===== config.mk =====
export PLATFORM = sky130hd
export DESIGN_NAME = pwm_pulse_averager_hysteresis_core_flat
export DESIGN_NICKNAME = d
export VERILOG_FILES = /design/src/sv/pwa_pkg.sv /design/src/sv/pwa_item_if.sv /design/src/sv/pwa_result_if.sv /design/src/sv/pwm_pulse_averager_hysteresis_core.sv /design/src/flat_wrapper.sv
export SDC_FILE = /design/constraint.sdc
export NUM_CORES = 1
export LEC_CHECK = 0
export BUFFER_PORTS_ARGS = -buffer_cell sky130_fd_sc_hd__clkbuf_2
export CAP_MARGIN = 20
export CORE_UTILIZATION = 45
export CTS_BUF_LIST = sky130_fd_sc_hd__clkbuf_8 sky130_fd_sc_hd__clkbuf_16
export CTS_CLUSTER_DIAMETER = 30
export DETAILED_ROUTE_END_ITERATION = 8
export PLACE_DENSITY = 0.71
export REMOVE_ABC_BUFFERS = 1
export SYNTH_ARGS = -nofsm -noshare
export SYNTH_HDL_FRONTEND = slang
export SYNTH_SLANG_ARGS = --single-unit

===== constraint.sdc =====
create_clock -name clk -period 5.8 [get_ports clk]
set_input_delay 0.58 -clock clk [delete_from_list [all_inputs] [get_ports clk]]
set_output_delay 0.58 -clock clk [all_outputs]
set_load 0.03 [all_outputs]

===== src/sv/pwa_pkg.sv =====
// ----------------------------------------------------------------------------
// pwa_pkg - shared types and constants of the pulse width averager
// Ring depth, derived widths, register map and sequencer state codes.
// ----------------------------------------------------------------------------
package pwa_pkg;

	// ring depth, 1 to 64
	localparam int SAMPLE_DEPTH = 8;

	localparam int SLOT_W  = (SAMPLE_DEPTH > 1) ? $clog2(SAMPLE_DEPTH) : 1;
	localparam int COUNT_W = $clog2(SAMPLE_DEPTH + 1);
	localparam int SAMPLE_W = 16;
	localparam int SUM_W   = SAMPLE_W + COUNT_W;

	// converter mapping: 1000 + code * 1000 / 4095, divide by 2^12 - 1 done
	// with a shift and add
	localparam int ADC_W      = 12;
	localparam int ADC_PROD_W = 22;
	localparam int DIV_W      = (SUM_W > ADC_PROD_W) ? SUM_W : ADC_PROD_W;
	localparam int DVS_W      = ADC_W;
	localparam int DCNT_W     = $clog2(DIV_W + 1);

	localparam logic [DIV_W-1:0]    ADC_SCALE  = DIV_W'(1000);
	localparam logic [SAMPLE_W-1:0] ADC_OFFSET = SAMPLE_W'(1000);

	// APB register map, register i at byte address 4*i
	localparam int PADDR_W = 5;

	typedef enum logic [2:0] {
		REG_THRESHOLD  = 3'd0,
		REG_HYSTERESIS = 3'd1,
		REG_VALUE_STEP = 3'd2,
		REG_MIN_PULSE  = 3'd3,
		REG_MAX_PULSE  = 3'd4,
		REG_VALUE_EN   = 3'd5,
		REG_THRESH_EN  = 3'd6
	} reg_idx_t;

	// input kinds
	typedef enum logic [1:0] {
		KIND_EDGE   = 2'd0,
		KIND_DIRECT = 2'd1,
		KIND_ADC    = 2'd2,
		KIND_POLL   = 2'd3
	} kind_t;

	typedef enum logic [6:0] {
		ST_IDLE  = 7'b0000001,
		ST_EDGE  = 7'b0000010,
		ST_DIV   = 7'b0000100,
		ST_PUSH  = 7'b0001000,
		ST_SUM   = 7'b0010000,
		ST_EVAL  = 7'b0100000,
		ST_SCALE = 7'b1000000
	} state_t;

endpackage


===== src/sv/pwa_item_if.sv =====
// ----------------------------------------------------------------------------
// pwa_item_if - input request channel
// Valid/ready handshake carrying one pin edge, sample, converter code or poll.
// ----------------------------------------------------------------------------
interface pwa_item_if;
	logic        valid;
	logic        ready;
	logic [1:0]  kind;
	logic        level;
	logic [31:0] time_us;
	logic [15:0] sample_us;
	logic [11:0] adc_code;

	modport source (output valid, kind, level, time_us, sample_us, adc_code, input ready);
	modport sink   (input valid, kind, level, time_us, sample_us, adc_code, output ready);
endinterface


===== src/sv/pwa_result_if.sv =====
// ----------------------------------------------------------------------------
// pwa_result_if - result request channel
// Valid/ready handshake carrying the mean and the event flags.
// ----------------------------------------------------------------------------
interface pwa_result_if;
	logic        valid;
	logic        ready;
	logic [15:0] mean_us;
	logic        sample_taken;
	logic        value_changed;
	logic        above;
	logic        above_changed;

	modport source (output valid, mean_us, sample_taken, value_changed, above, above_changed,
		input ready);
	modport sink   (input valid, mean_us, sample_taken, value_changed, above, above_changed,
		output ready);
endinterface


===== src/sv/pwm_pulse_averager_hysteresis_core.sv =====
// ----------------------------------------------------------------------------
// pwm_pulse_averager_hysteresis_core - pulse width capture with moving average
// Captures pulse widths, direct samples or converter codes into a ring,
// keeps the truncated mean, and reports mean changes and a hysteresis state.
// ----------------------------------------------------------------------------
//
//  channel   dir  handshake             payload
//  item      in   valid/ready           kind, level, time_us, sample_us, adc_code
//  result    out  valid/ready           mean_us, sample_taken, value_changed,
//                                       above, above_changed
//  apb       in   psel/penable, pready  paddr[4:2] selects register, pwdata/prdata
//
//  Steps: a rising edge, a falling edge with no start, a zero direct sample
//  and a poll are accepted, then evaluated; a falling edge whose width is
//  rejected goes through the width check first. A kept direct sample is
//  accepted, pushed, then summed one ring entry per cycle over n entries, n
//  being the stored count (1..SAMPLE_DEPTH), then divided one quotient bit
//  per cycle in the shared restoring divider (DIV_W = 22 quotient bits at
//  depth 8), then evaluated. A kept pulse adds the width check. A converter
//  code is scaled in one extra step by a shift-and-add divide by 4095.
//  Reset: asynchronous, clears counts, start flag, reported mean, state and
//  the cached mean; ring contents need none as only written slots are summed.
//  Stalls: the result sits in an output register; a new request is taken
//  while it waits, and only the evaluate step holds until that register is
//  free.
//
module pwm_pulse_averager_hysteresis_core
	import pwa_pkg::*;
(
	input  logic                clk,
	input  logic                arst_n,
	pwa_item_if.sink            item,
	pwa_result_if.source        result,
	input  logic                psel,
	input  logic                penable,
	input  logic                pwrite,
	input  logic [PADDR_W-1:0]  paddr,
	input  logic [31:0]         pwdata,
	output logic [31:0]         prdata,
	output logic                pready
);

	// ---------------- configuration registers ----------------
	logic [15:0] threshold_q;
	logic [15:0] hysteresis_q;
	logic [15:0] value_step_q;
	logic [15:0] min_pulse_q;
	logic [15:0] max_pulse_q;
	logic        value_en_q;
	logic        thresh_en_q;

	reg_idx_t    reg_idx;
	logic        cfg_write;

	assign pready    = 1'b1;
	assign reg_idx   = reg_idx_t'(paddr[4:2]);
	assign cfg_write = psel & penable & pwrite;

	always_ff @(posedge clk or negedge arst_n) begin
		if (!arst_n) begin
			threshold_q  <= 16'd0;
			hysteresis_q <= 16'd0;
			value_step_q <= 16'd10;
			min_pulse_q  <= 16'd800;
			max_pulse_q  <= 16'd2200;
			value_en_q   <= 1'b0;
			thresh_en_q  <= 1'b0;
		end else if (cfg_write) begin
			case (reg_idx)
				REG_THRESHOLD:  threshold_q  <= pwdata[15:0];
				REG_HYSTERESIS: hysteresis_q <= pwdata[15:0];
				REG_VALUE_STEP: value_step_q <= pwdata[15:0];
				REG_MIN_PULSE:  min_pulse_q  <= pwdata[15:0];
				REG_MAX_PULSE:  max_pulse_q  <= pwdata[15:0];
				REG_VALUE_EN:   value_en_q   <= pwdata[0];
				REG_THRESH_EN:  thresh_en_q  <= pwdata[0];
				default: ;
			endcase
		end
	end

	always_comb begin
		case (reg_idx)
			REG_THRESHOLD:  prdata = {16'd0, threshold_q};
			REG_HYSTERESIS: prdata = {16'd0, hysteresis_q};
			REG_VALUE_STEP: prdata = {16'd0, value_step_q};
			REG_MIN_PULSE:  prdata = {16'd0, min_pulse_q};
			REG_MAX_PULSE:  prdata = {16'd0, max_pulse_q};
			REG_VALUE_EN:   prdata = {31'd0, value_en_q};
			REG_THRESH_EN:  prdata = {31'd0, thresh_en_q};
			default:        prdata = 32'd0;
		endcase
	end

	// ---------------- datapath state ----------------
	state_t                state_q;
	logic [SAMPLE_W-1:0]   ring_q [SAMPLE_DEPTH];
	logic [SLOT_W-1:0]     slot_q;
	logic [COUNT_W-1:0]    count_q;
	logic [31:0]           start_time_q;
	logic                  start_valid_q;
	logic [SAMPLE_W-1:0]   reported_q;
	logic                  above_q;
	logic [SAMPLE_W-1:0]   mean_q;       // mean of the ring as it stands

	logic [31:0]           time_q;       // edge time of the request in hand
	logic [SAMPLE_W-1:0]   sample_q;     // value waiting to be pushed
	logic                  taken_q;
	logic                  eval_q;
	logic [COUNT_W-1:0]    sum_idx_q;
	logic [SUM_W-1:0]      acc_q;

	// shared restoring divider
	logic [DIV_W-1:0]      quo_q;
	logic [DVS_W-1:0]      rem_q;
	logic [DVS_W-1:0]      dvs_q;
	logic [DCNT_W-1:0]     div_cnt_q;
	logic [DVS_W:0]        rem_sh;
	logic                  div_ge;
	logic [DVS_W:0]        rem_nx;
	logic [DIV_W-1:0]      quo_nx;

	assign rem_sh = {rem_q, quo_q[DIV_W-1]};
	assign div_ge = rem_sh >= {1'b0, dvs_q};
	assign rem_nx = div_ge ? (rem_sh - {1'b0, dvs_q}) : rem_sh;
	assign quo_nx = {quo_q[DIV_W-2:0], div_ge};

	// converter scaling: quo_q holds code * 1000; x / (2^12 - 1) is
	// (x + (x >> 12) + 1) >> 12, exact while the quotient stays below 4096
	logic [DIV_W-1:0]      scale_sum;
	logic [SAMPLE_W-1:0]   adc_mapped;

	assign scale_sum  = quo_q + (quo_q >> ADC_W) + DIV_W'(1);
	assign adc_mapped = SAMPLE_W'(scale_sum[DIV_W-1:ADC_W]) + ADC_OFFSET;

	// pulse width, modulo 2^32
	logic [31:0]           width;
	logic                  width_ok;

	assign width    = time_q - start_time_q;
	assign width_ok = (width >= {16'd0, min_pulse_q}) && (width <= {16'd0, max_pulse_q});

	// summing pass
	logic [SAMPLE_W-1:0]   ring_rd;
	logic [SUM_W-1:0]      acc_nx;
	logic                  sum_last;

	assign ring_rd  = ring_q[sum_idx_q[SLOT_W-1:0]];
	assign acc_nx   = acc_q + SUM_W'(ring_rd);
	assign sum_last = COUNT_W'(sum_idx_q + 1'b1) == count_q;

	// evaluation
	logic [SAMPLE_W-1:0]   delta;
	logic                  changed;
	logic                  thresh_on;
	logic signed [17:0]    lower;
	logic [16:0]           upper;
	logic                  above_nx;
	logic                  out_free;

	assign delta    = (mean_q >= reported_q) ? (mean_q - reported_q) : (reported_q - mean_q);
	assign changed  = eval_q && value_en_q && (delta >= value_step_q);
	assign thresh_on = eval_q && thresh_en_q && (threshold_q != 16'd0);
	// threshold - hysteresis may go negative: then the state never clears
	assign lower    = $signed({2'b00, threshold_q}) - $signed({2'b00, hysteresis_q});
	assign upper    = {1'b0, threshold_q} + {1'b0, hysteresis_q};

	always_comb begin
		above_nx = above_q;
		if (thresh_on) begin
			if (above_q) begin
				if ($signed({2'b00, mean_q}) < lower)
					above_nx = 1'b0;
			end else begin
				if ({1'b0, mean_q} > upper)
					above_nx = 1'b1;
			end
		end
	end

	assign out_free   = !result.valid || result.ready;
	assign item.ready = state_q == ST_IDLE;

	// ---------------- sequencer ----------------
	always_ff @(posedge clk or negedge arst_n) begin
		if (!arst_n) begin
			state_q       <= ST_IDLE;
			slot_q        <= '0;
			count_q       <= '0;
			start_time_q  <= 32'd0;
			start_valid_q <= 1'b0;
			reported_q    <= '0;
			above_q       <= 1'b0;
			mean_q        <= '0;
			taken_q       <= 1'b0;
			eval_q        <= 1'b0;
			sum_idx_q     <= '0;
			div_cnt_q     <= '0;
		end else begin
			case (state_q)
				ST_IDLE: begin
					if (item.valid) begin
						taken_q <= 1'b0;
						eval_q  <= (item.kind == KIND_POLL);
						time_q  <= item.time_us;
						case (kind_t'(item.kind))
							KIND_EDGE: begin
								if (item.level) begin
									start_time_q  <= item.time_us;
									start_valid_q <= 1'b1;
									state_q       <= ST_EVAL;
								end else if (start_valid_q) begin
									// start is dropped whether or not the width is kept
									start_valid_q <= 1'b0;
									state_q       <= ST_EDGE;
								end else begin
									state_q <= ST_EVAL;
								end
							end
							KIND_DIRECT: begin
								sample_q <= item.sample_us;
								state_q  <= (item.sample_us != 16'd0) ? ST_PUSH : ST_EVAL;
							end
							KIND_ADC: begin
								quo_q   <= DIV_W'(DIV_W'(item.adc_code) * ADC_SCALE);
								state_q <= ST_SCALE;
							end
							KIND_POLL: state_q <= ST_EVAL;
							default:   state_q <= ST_EVAL;
						endcase
					end
				end
				ST_EDGE: begin
					sample_q <= width[15:0];
					state_q  <= width_ok ? ST_PUSH : ST_EVAL;
				end
				ST_SCALE: begin
					sample_q <= adc_mapped;
					state_q  <= ST_PUSH;
				end
				ST_DIV: begin
					quo_q     <= quo_nx;
					rem_q     <= rem_nx[DVS_W-1:0];
					div_cnt_q <= DCNT_W'(div_cnt_q + 1'b1);
					if (div_cnt_q == DCNT_W'(DIV_W - 1)) begin
						mean_q  <= quo_nx[SAMPLE_W-1:0];
						state_q <= ST_EVAL;
					end
				end
				ST_PUSH: begin
					ring_q[slot_q] <= sample_q;
					slot_q  <= (slot_q == SLOT_W'(SAMPLE_DEPTH - 1)) ? '0 : SLOT_W'(slot_q + 1'b1);
					if (count_q < COUNT_W'(SAMPLE_DEPTH))
						count_q <= COUNT_W'(count_q + 1'b1);
					taken_q   <= 1'b1;
					eval_q    <= 1'b1;
					sum_idx_q <= '0;
					acc_q     <= '0;
					state_q   <= ST_SUM;
				end
				ST_SUM: begin
					acc_q     <= acc_nx;
					sum_idx_q <= COUNT_W'(sum_idx_q + 1'b1);
					if (sum_last) begin
						quo_q     <= DIV_W'(acc_nx);
						rem_q     <= '0;
						dvs_q     <= DVS_W'(count_q);
						div_cnt_q <= '0;
						state_q   <= ST_DIV;
					end
				end
				ST_EVAL: begin
					if (out_free) begin
						if (changed)
							reported_q <= mean_q;
						above_q <= above_nx;
						state_q <= ST_IDLE;
					end
				end
				default: state_q <= ST_IDLE;
			endcase
		end
	end

	// ---------------- output register ----------------
	logic                out_valid_q;
	logic [SAMPLE_W-1:0] out_mean_q;
	logic                out_taken_q;
	logic                out_changed_q;
	logic                out_above_q;
	logic                out_flip_q;

	always_ff @(posedge clk or negedge arst_n) begin
		if (!arst_n) begin
			out_valid_q <= 1'b0;
		end else if (state_q == ST_EVAL && out_free) begin
			out_valid_q <= 1'b1;
		end else if (result.ready) begin
			out_valid_q <= 1'b0;
		end
	end

	always_ff @(posedge clk) begin
		if (state_q == ST_EVAL && out_free) begin
			out_mean_q    <= mean_q;
			out_taken_q   <= taken_q;
			out_changed_q <= changed;
			out_above_q   <= above_nx;
			out_flip_q    <= above_nx != above_q;
		end
	end

	assign result.valid         = out_valid_q;
	assign result.mean_us       = out_mean_q;
	assign result.sample_taken  = out_taken_q;
	assign result.value_changed = out_changed_q;
	assign result.above         = out_above_q;
	assign result.above_changed = out_flip_q;

endmodule

===== src/flat_wrapper.sv =====
// flat-port wrapper written by rule: the top's interface ports become plain ports
module pwm_pulse_averager_hysteresis_core_flat import pwa_pkg::*;
  (clk, arst_n, psel, penable, pwrite, paddr, pwdata, prdata, pready, item_valid, item_kind, item_level, item_time_us, item_sample_us, item_adc_code, item_ready, result_valid, result_mean_us, result_sample_taken, result_value_changed, result_above, result_above_changed, result_ready);
  pwa_item_if item_i ();
  pwa_result_if result_i ();
  input  logic clk;
  input  logic arst_n;
  input  logic psel;
  input  logic penable;
  input  logic pwrite;
  input  logic [PADDR_W-1:0] paddr;
  input  logic [31:0] pwdata;
  output logic [31:0] prdata;
  output logic pready;
  input wire logic [$bits(item_i.valid)-1:0] item_valid;
  input wire logic [$bits(item_i.kind)-1:0] item_kind;
  input wire logic [$bits(item_i.level)-1:0] item_level;
  input wire logic [$bits(item_i.time_us)-1:0] item_time_us;
  input wire logic [$bits(item_i.sample_us)-1:0] item_sample_us;
  input wire logic [$bits(item_i.adc_code)-1:0] item_adc_code;
  output wire logic [$bits(item_i.ready)-1:0] item_ready;
  output wire logic [$bits(result_i.valid)-1:0] result_valid;
  output wire logic [$bits(result_i.mean_us)-1:0] result_mean_us;
  output wire logic [$bits(result_i.sample_taken)-1:0] result_sample_taken;
  output wire logic [$bits(result_i.value_changed)-1:0] result_value_changed;
  output wire logic [$bits(result_i.above)-1:0] result_above;
  output wire logic [$bits(result_i.above_changed)-1:0] result_above_changed;
  input wire logic [$bits(result_i.ready)-1:0] result_ready;
  assign item_i.valid = item_valid;
  assign item_i.kind = item_kind;
  assign item_i.level = item_level;
  assign item_i.time_us = item_time_us;
  assign item_i.sample_us = item_sample_us;
  assign item_i.adc_code = item_adc_code;
  assign item_ready = item_i.ready;
  assign result_valid = result_i.valid;
  assign result_mean_us = result_i.mean_us;
  assign result_sample_taken = result_i.sample_taken;
  assign result_value_changed = result_i.value_changed;
  assign result_above = result_i.above;
  assign result_above_changed = result_i.above_changed;
  assign result_i.ready = result_ready;
  pwm_pulse_averager_hysteresis_core u_core (.clk(clk), .arst_n(arst_n), .item(item_i), .result(result_i), .psel(psel), .penable(penable), .pwrite(pwrite), .paddr(paddr), .pwdata(pwdata), .prdata(prdata), .pready(pready));
endmodule

==> flow_summary.toml <==
[outcome]
status = "complete, but fails checks"
violations = "negative hold slack"

[cts]
cts-resized-gates = 0
numCtsBuffers = 91
cts_tree = "built"
clkLatencyLatePin_ns = 0.62
cts_setup_buffers = 0
cts_buffer_depth = 3
clk_pin_slew_ns = 0.04
cts_root_buf = "clkbuf_16"
ctsHoldBuffers = 0
cts-htree-levels = 3
clock_sinks = 428

[global_route]
track_usage_pct = 23.66
antenna_found_initial = 3
grt_pass1_wl_mm = 115.1
grt_remaining_overflow = 0
grt_pass1_vias = 21080
grt_max_degree = 80

[synth]
synth-xor-area-share_pct = 3.749
synth_cells = 2492
synth_top_cell_by_area = "edfxtp_1"
ys_seq_area_share_pct = 43.88
synth_top_area_share_pct = 27.91
synth-simple-area-share_pct = 10.50
netlist_top_cells_area = "edfxtp_1 (28%), dfrtp_1 (15%), ha_1 (12%), mux2_2 (3.8%), fa_1 (3.3%)"
ys_types = 86
synth_fa_ha_area_share_pct = 14.92
yosysWarnings = 0
synth.avg_cell_area_um2 = 10.97
synth_top_family_by_area = "adder cells"
synth_compound_area_share_pct = 13.86
async_flop_share_pct = 40.65
yosys_register_bits = 428
ys.flop_type = "edfxtp_1"
synthMuxAreaShare_pct = 8.135
syn-cell-area_um2 = 27330
synth_edf_count = 254

[routing]
wl_met3_mm = 4.928
drt_iter0_markers = 1562
dr.max_layer_used = "met4"
drc = 0
m1WireLength_mm = 30.91
routed_wl_mm = 73.20
vias_per_cell = 5.818
wire_per_inst_um = 20.83
vias = 20450
drtPass1Iterations = 7
wl_met2_mm = 34.68
drtAntennaViolNets = 0

[sta]
min_period_ns = 5.311
min_period_over_period_pct = 91.57
worst_pin_slew_ns = 1.131
hold_viol = 1
clock.fmax_mhz = 188.3
rsz0062_at_grt = "false"
timing.slew.headroom_pct = 24.34
finalSetupTns_ns = 0
final_max_slew_viol_count = 0
worst_clock_skew_ns = 0.02288
timing.hold.ws_ns = -0.01028
setup_violations = 0

[worst_setup_path]
r2r_start = "u_core.mean_q[0]"
crit_required_ns = 6.33
crit_fanout = 24
cp_data_arrival_time_ns = 5.84
worst-setup-path-type = "reg2reg"
end_kind = "flop"
startpoint_type = "flop"
rrSetupSlack_ns = 0.49
reg2reg_to = "u_core.reported_q[6]"
r2r.worst_path.cells = 24

[floorplanning]
die_h_um = 248.4
die_w_um = 248.4
dieArea_um2 = 61720
ios = 162
num_rows = 89
initial_core_util_pct = 45.96
core_area_um2 = 59460

[place]
dp.cells = 3336
place_area_um2 = 28830
post-dp-hpwl_mm = 53.98
gp_congestion = 0.9317
numPortBuffers = 126

[job]
drv_cap = 0

[worst_hold_path]
min-delay-path-class = "in2async"

[layout]
layout_common_cells = "ha_1 (254), edfxtp_1 (254), inv_1 (226)"
fillers = 5046
final_util_pct = 53.82
drive_above_1_share_pct = 17.98
regArea_um2 = 12000
fin_nets = 3065
syn_to_final_growth_pct = 17.10
stdcell_area_um2 = 32000
multiInputGateArea_um2 = 14120
stdcell_count = 3514

[power_and_ir_drop]
p_leak_nw = 13.73
powerDensity_nw_per_um2 = 490.8
total_power_w = 0.01571
vdd_drop_max_uv = 335.0
[area by class of cell]
class                           instances  area share, %
Inverter                              219          2.569
Timing Repair Buffer                  165          2.999
Clock buffer                          100          7.573
Multi-Input combinational cell       1754          44.13
Clock inverter                         71          2.201
Sequential cell                       428          37.48
Antenna cell                            4        0.03128
Tap cell                              773          3.022
[worst max-delay path by stage]
stage | depth (start not counted) | startpoint | end | slack (ns)
final | 24 | u_core.mean_q[0] | u_core.reported_q[6] | 0.49
after global routing | 24 | u_core.mean_q[0] | u_core.reported_q[6] | 0.13
after CTS | 24 | u_core.mean_q[0] | u_core.reported_q[6] | 0.53
after detailed placement | 16 | item_adc_code[0] | u_core.quo_q[21] | 0.53
after global placement | 16 | item_adc_code[0] | u_core.quo_q[21] | 0.55
after floorplan | 19 | u_core.mean_q[2] | u_core.reported_q[15] | 0.54
[where the power goes]
| part | internal [W] | switching [W] | leakage [nW] |
|---|---|---|---|
| Sequential | 0.00379 | 0.000405 | 4.39 |
| Combinational | 0.00262 | 0.00371 | 7.79 |
| Clock | 0.00345 | 0.00172 | 1.55 |
| Total | 0.00987 | 0.00584 | 13.7 |
[cells by family after synthesis]
group,after synthesis
other cells,2
flops,428
mux,168
simple gates,577
compound gates,576
buf+inv,325
xor+xnor,117
fa+ha+maj,299
[through the flow]
step	setup WS, ns	hold WS (ns)
detailed placement	0.5344	0.4647
finish	0.4888	-0.01028
global placement	0.5488	0.4539
global route	0.1300	0.03785
CTS	0.5336	0.01617
floorplan	0.5434	0.2844
[synthesized netlist by cell type, types with 41 or more instances]
master      n
o21ai_0   155
xor2_1     46
a21o_1     62
dfrtp_1   164
mux2_2     93
inv_1     218
nor3_1     44
xnor2_1    71
nor2_1    132
fa_1       45
mux2i_1    41
a21oi_1   129
clkbuf_1   69
edfxtp_1  254
ha_1      254
nand2_1   163
[registers in the layout, summed over array words and instances, names as in the netlist, 5 cells and up]
signal / cells
u_core.div_cnt_q: 5
u_core.time_q: 32
u_core.sample_q: 16
u_core.ring_q: 128
u_core.reported_q: 16
u_core.state_q: 7
u_core.min_pulse_q: 16
u_core.value_step_q: 16
u_core.threshold_q: 16
u_core.result.mean_us: 16
u_core.max_pulse_q: 16
u_core.acc_q: 20
u_core.rem_q: 12
u_core.hysteresis_q: 16
u_core.quo_q: 22
u_core.mean_q: 16
u_core.start_time_q: 32
[layer usage]
metal  GRT usage (%)  vias up
li1                -     9446
met1           30.61    10040
met2           38.99      800
met3           4.114      161
met4           10.36        0
met5               0        -
[critical path: stages, from the launching register on]
cell and delay [ns]:
dfrtp_1 0.40, inv_1 0.17, ha_1 0.20, inv_1 0.08
fa_1 0.42, a21o_1 0.18, a21oi_1 0.18, a21o_1 0.15
a21oi_1 0.08, o221ai_1 0.23, a21oi_2 0.11, buf_12 0.17
mux2_2 0.31, o21ai_1 0.24, a31oi_1 0.15, xnor2_1 0.22
ha_1 0.20, a21o_1 0.11, a21o_1 0.10, a21oi_1 0.06
o22ai_1 0.15, a21o_1 0.12, and2_1 0.68, buf_4 0.31
mux2i_1 0.20
No activity file was read; power rests on OpenSTA's default activity.
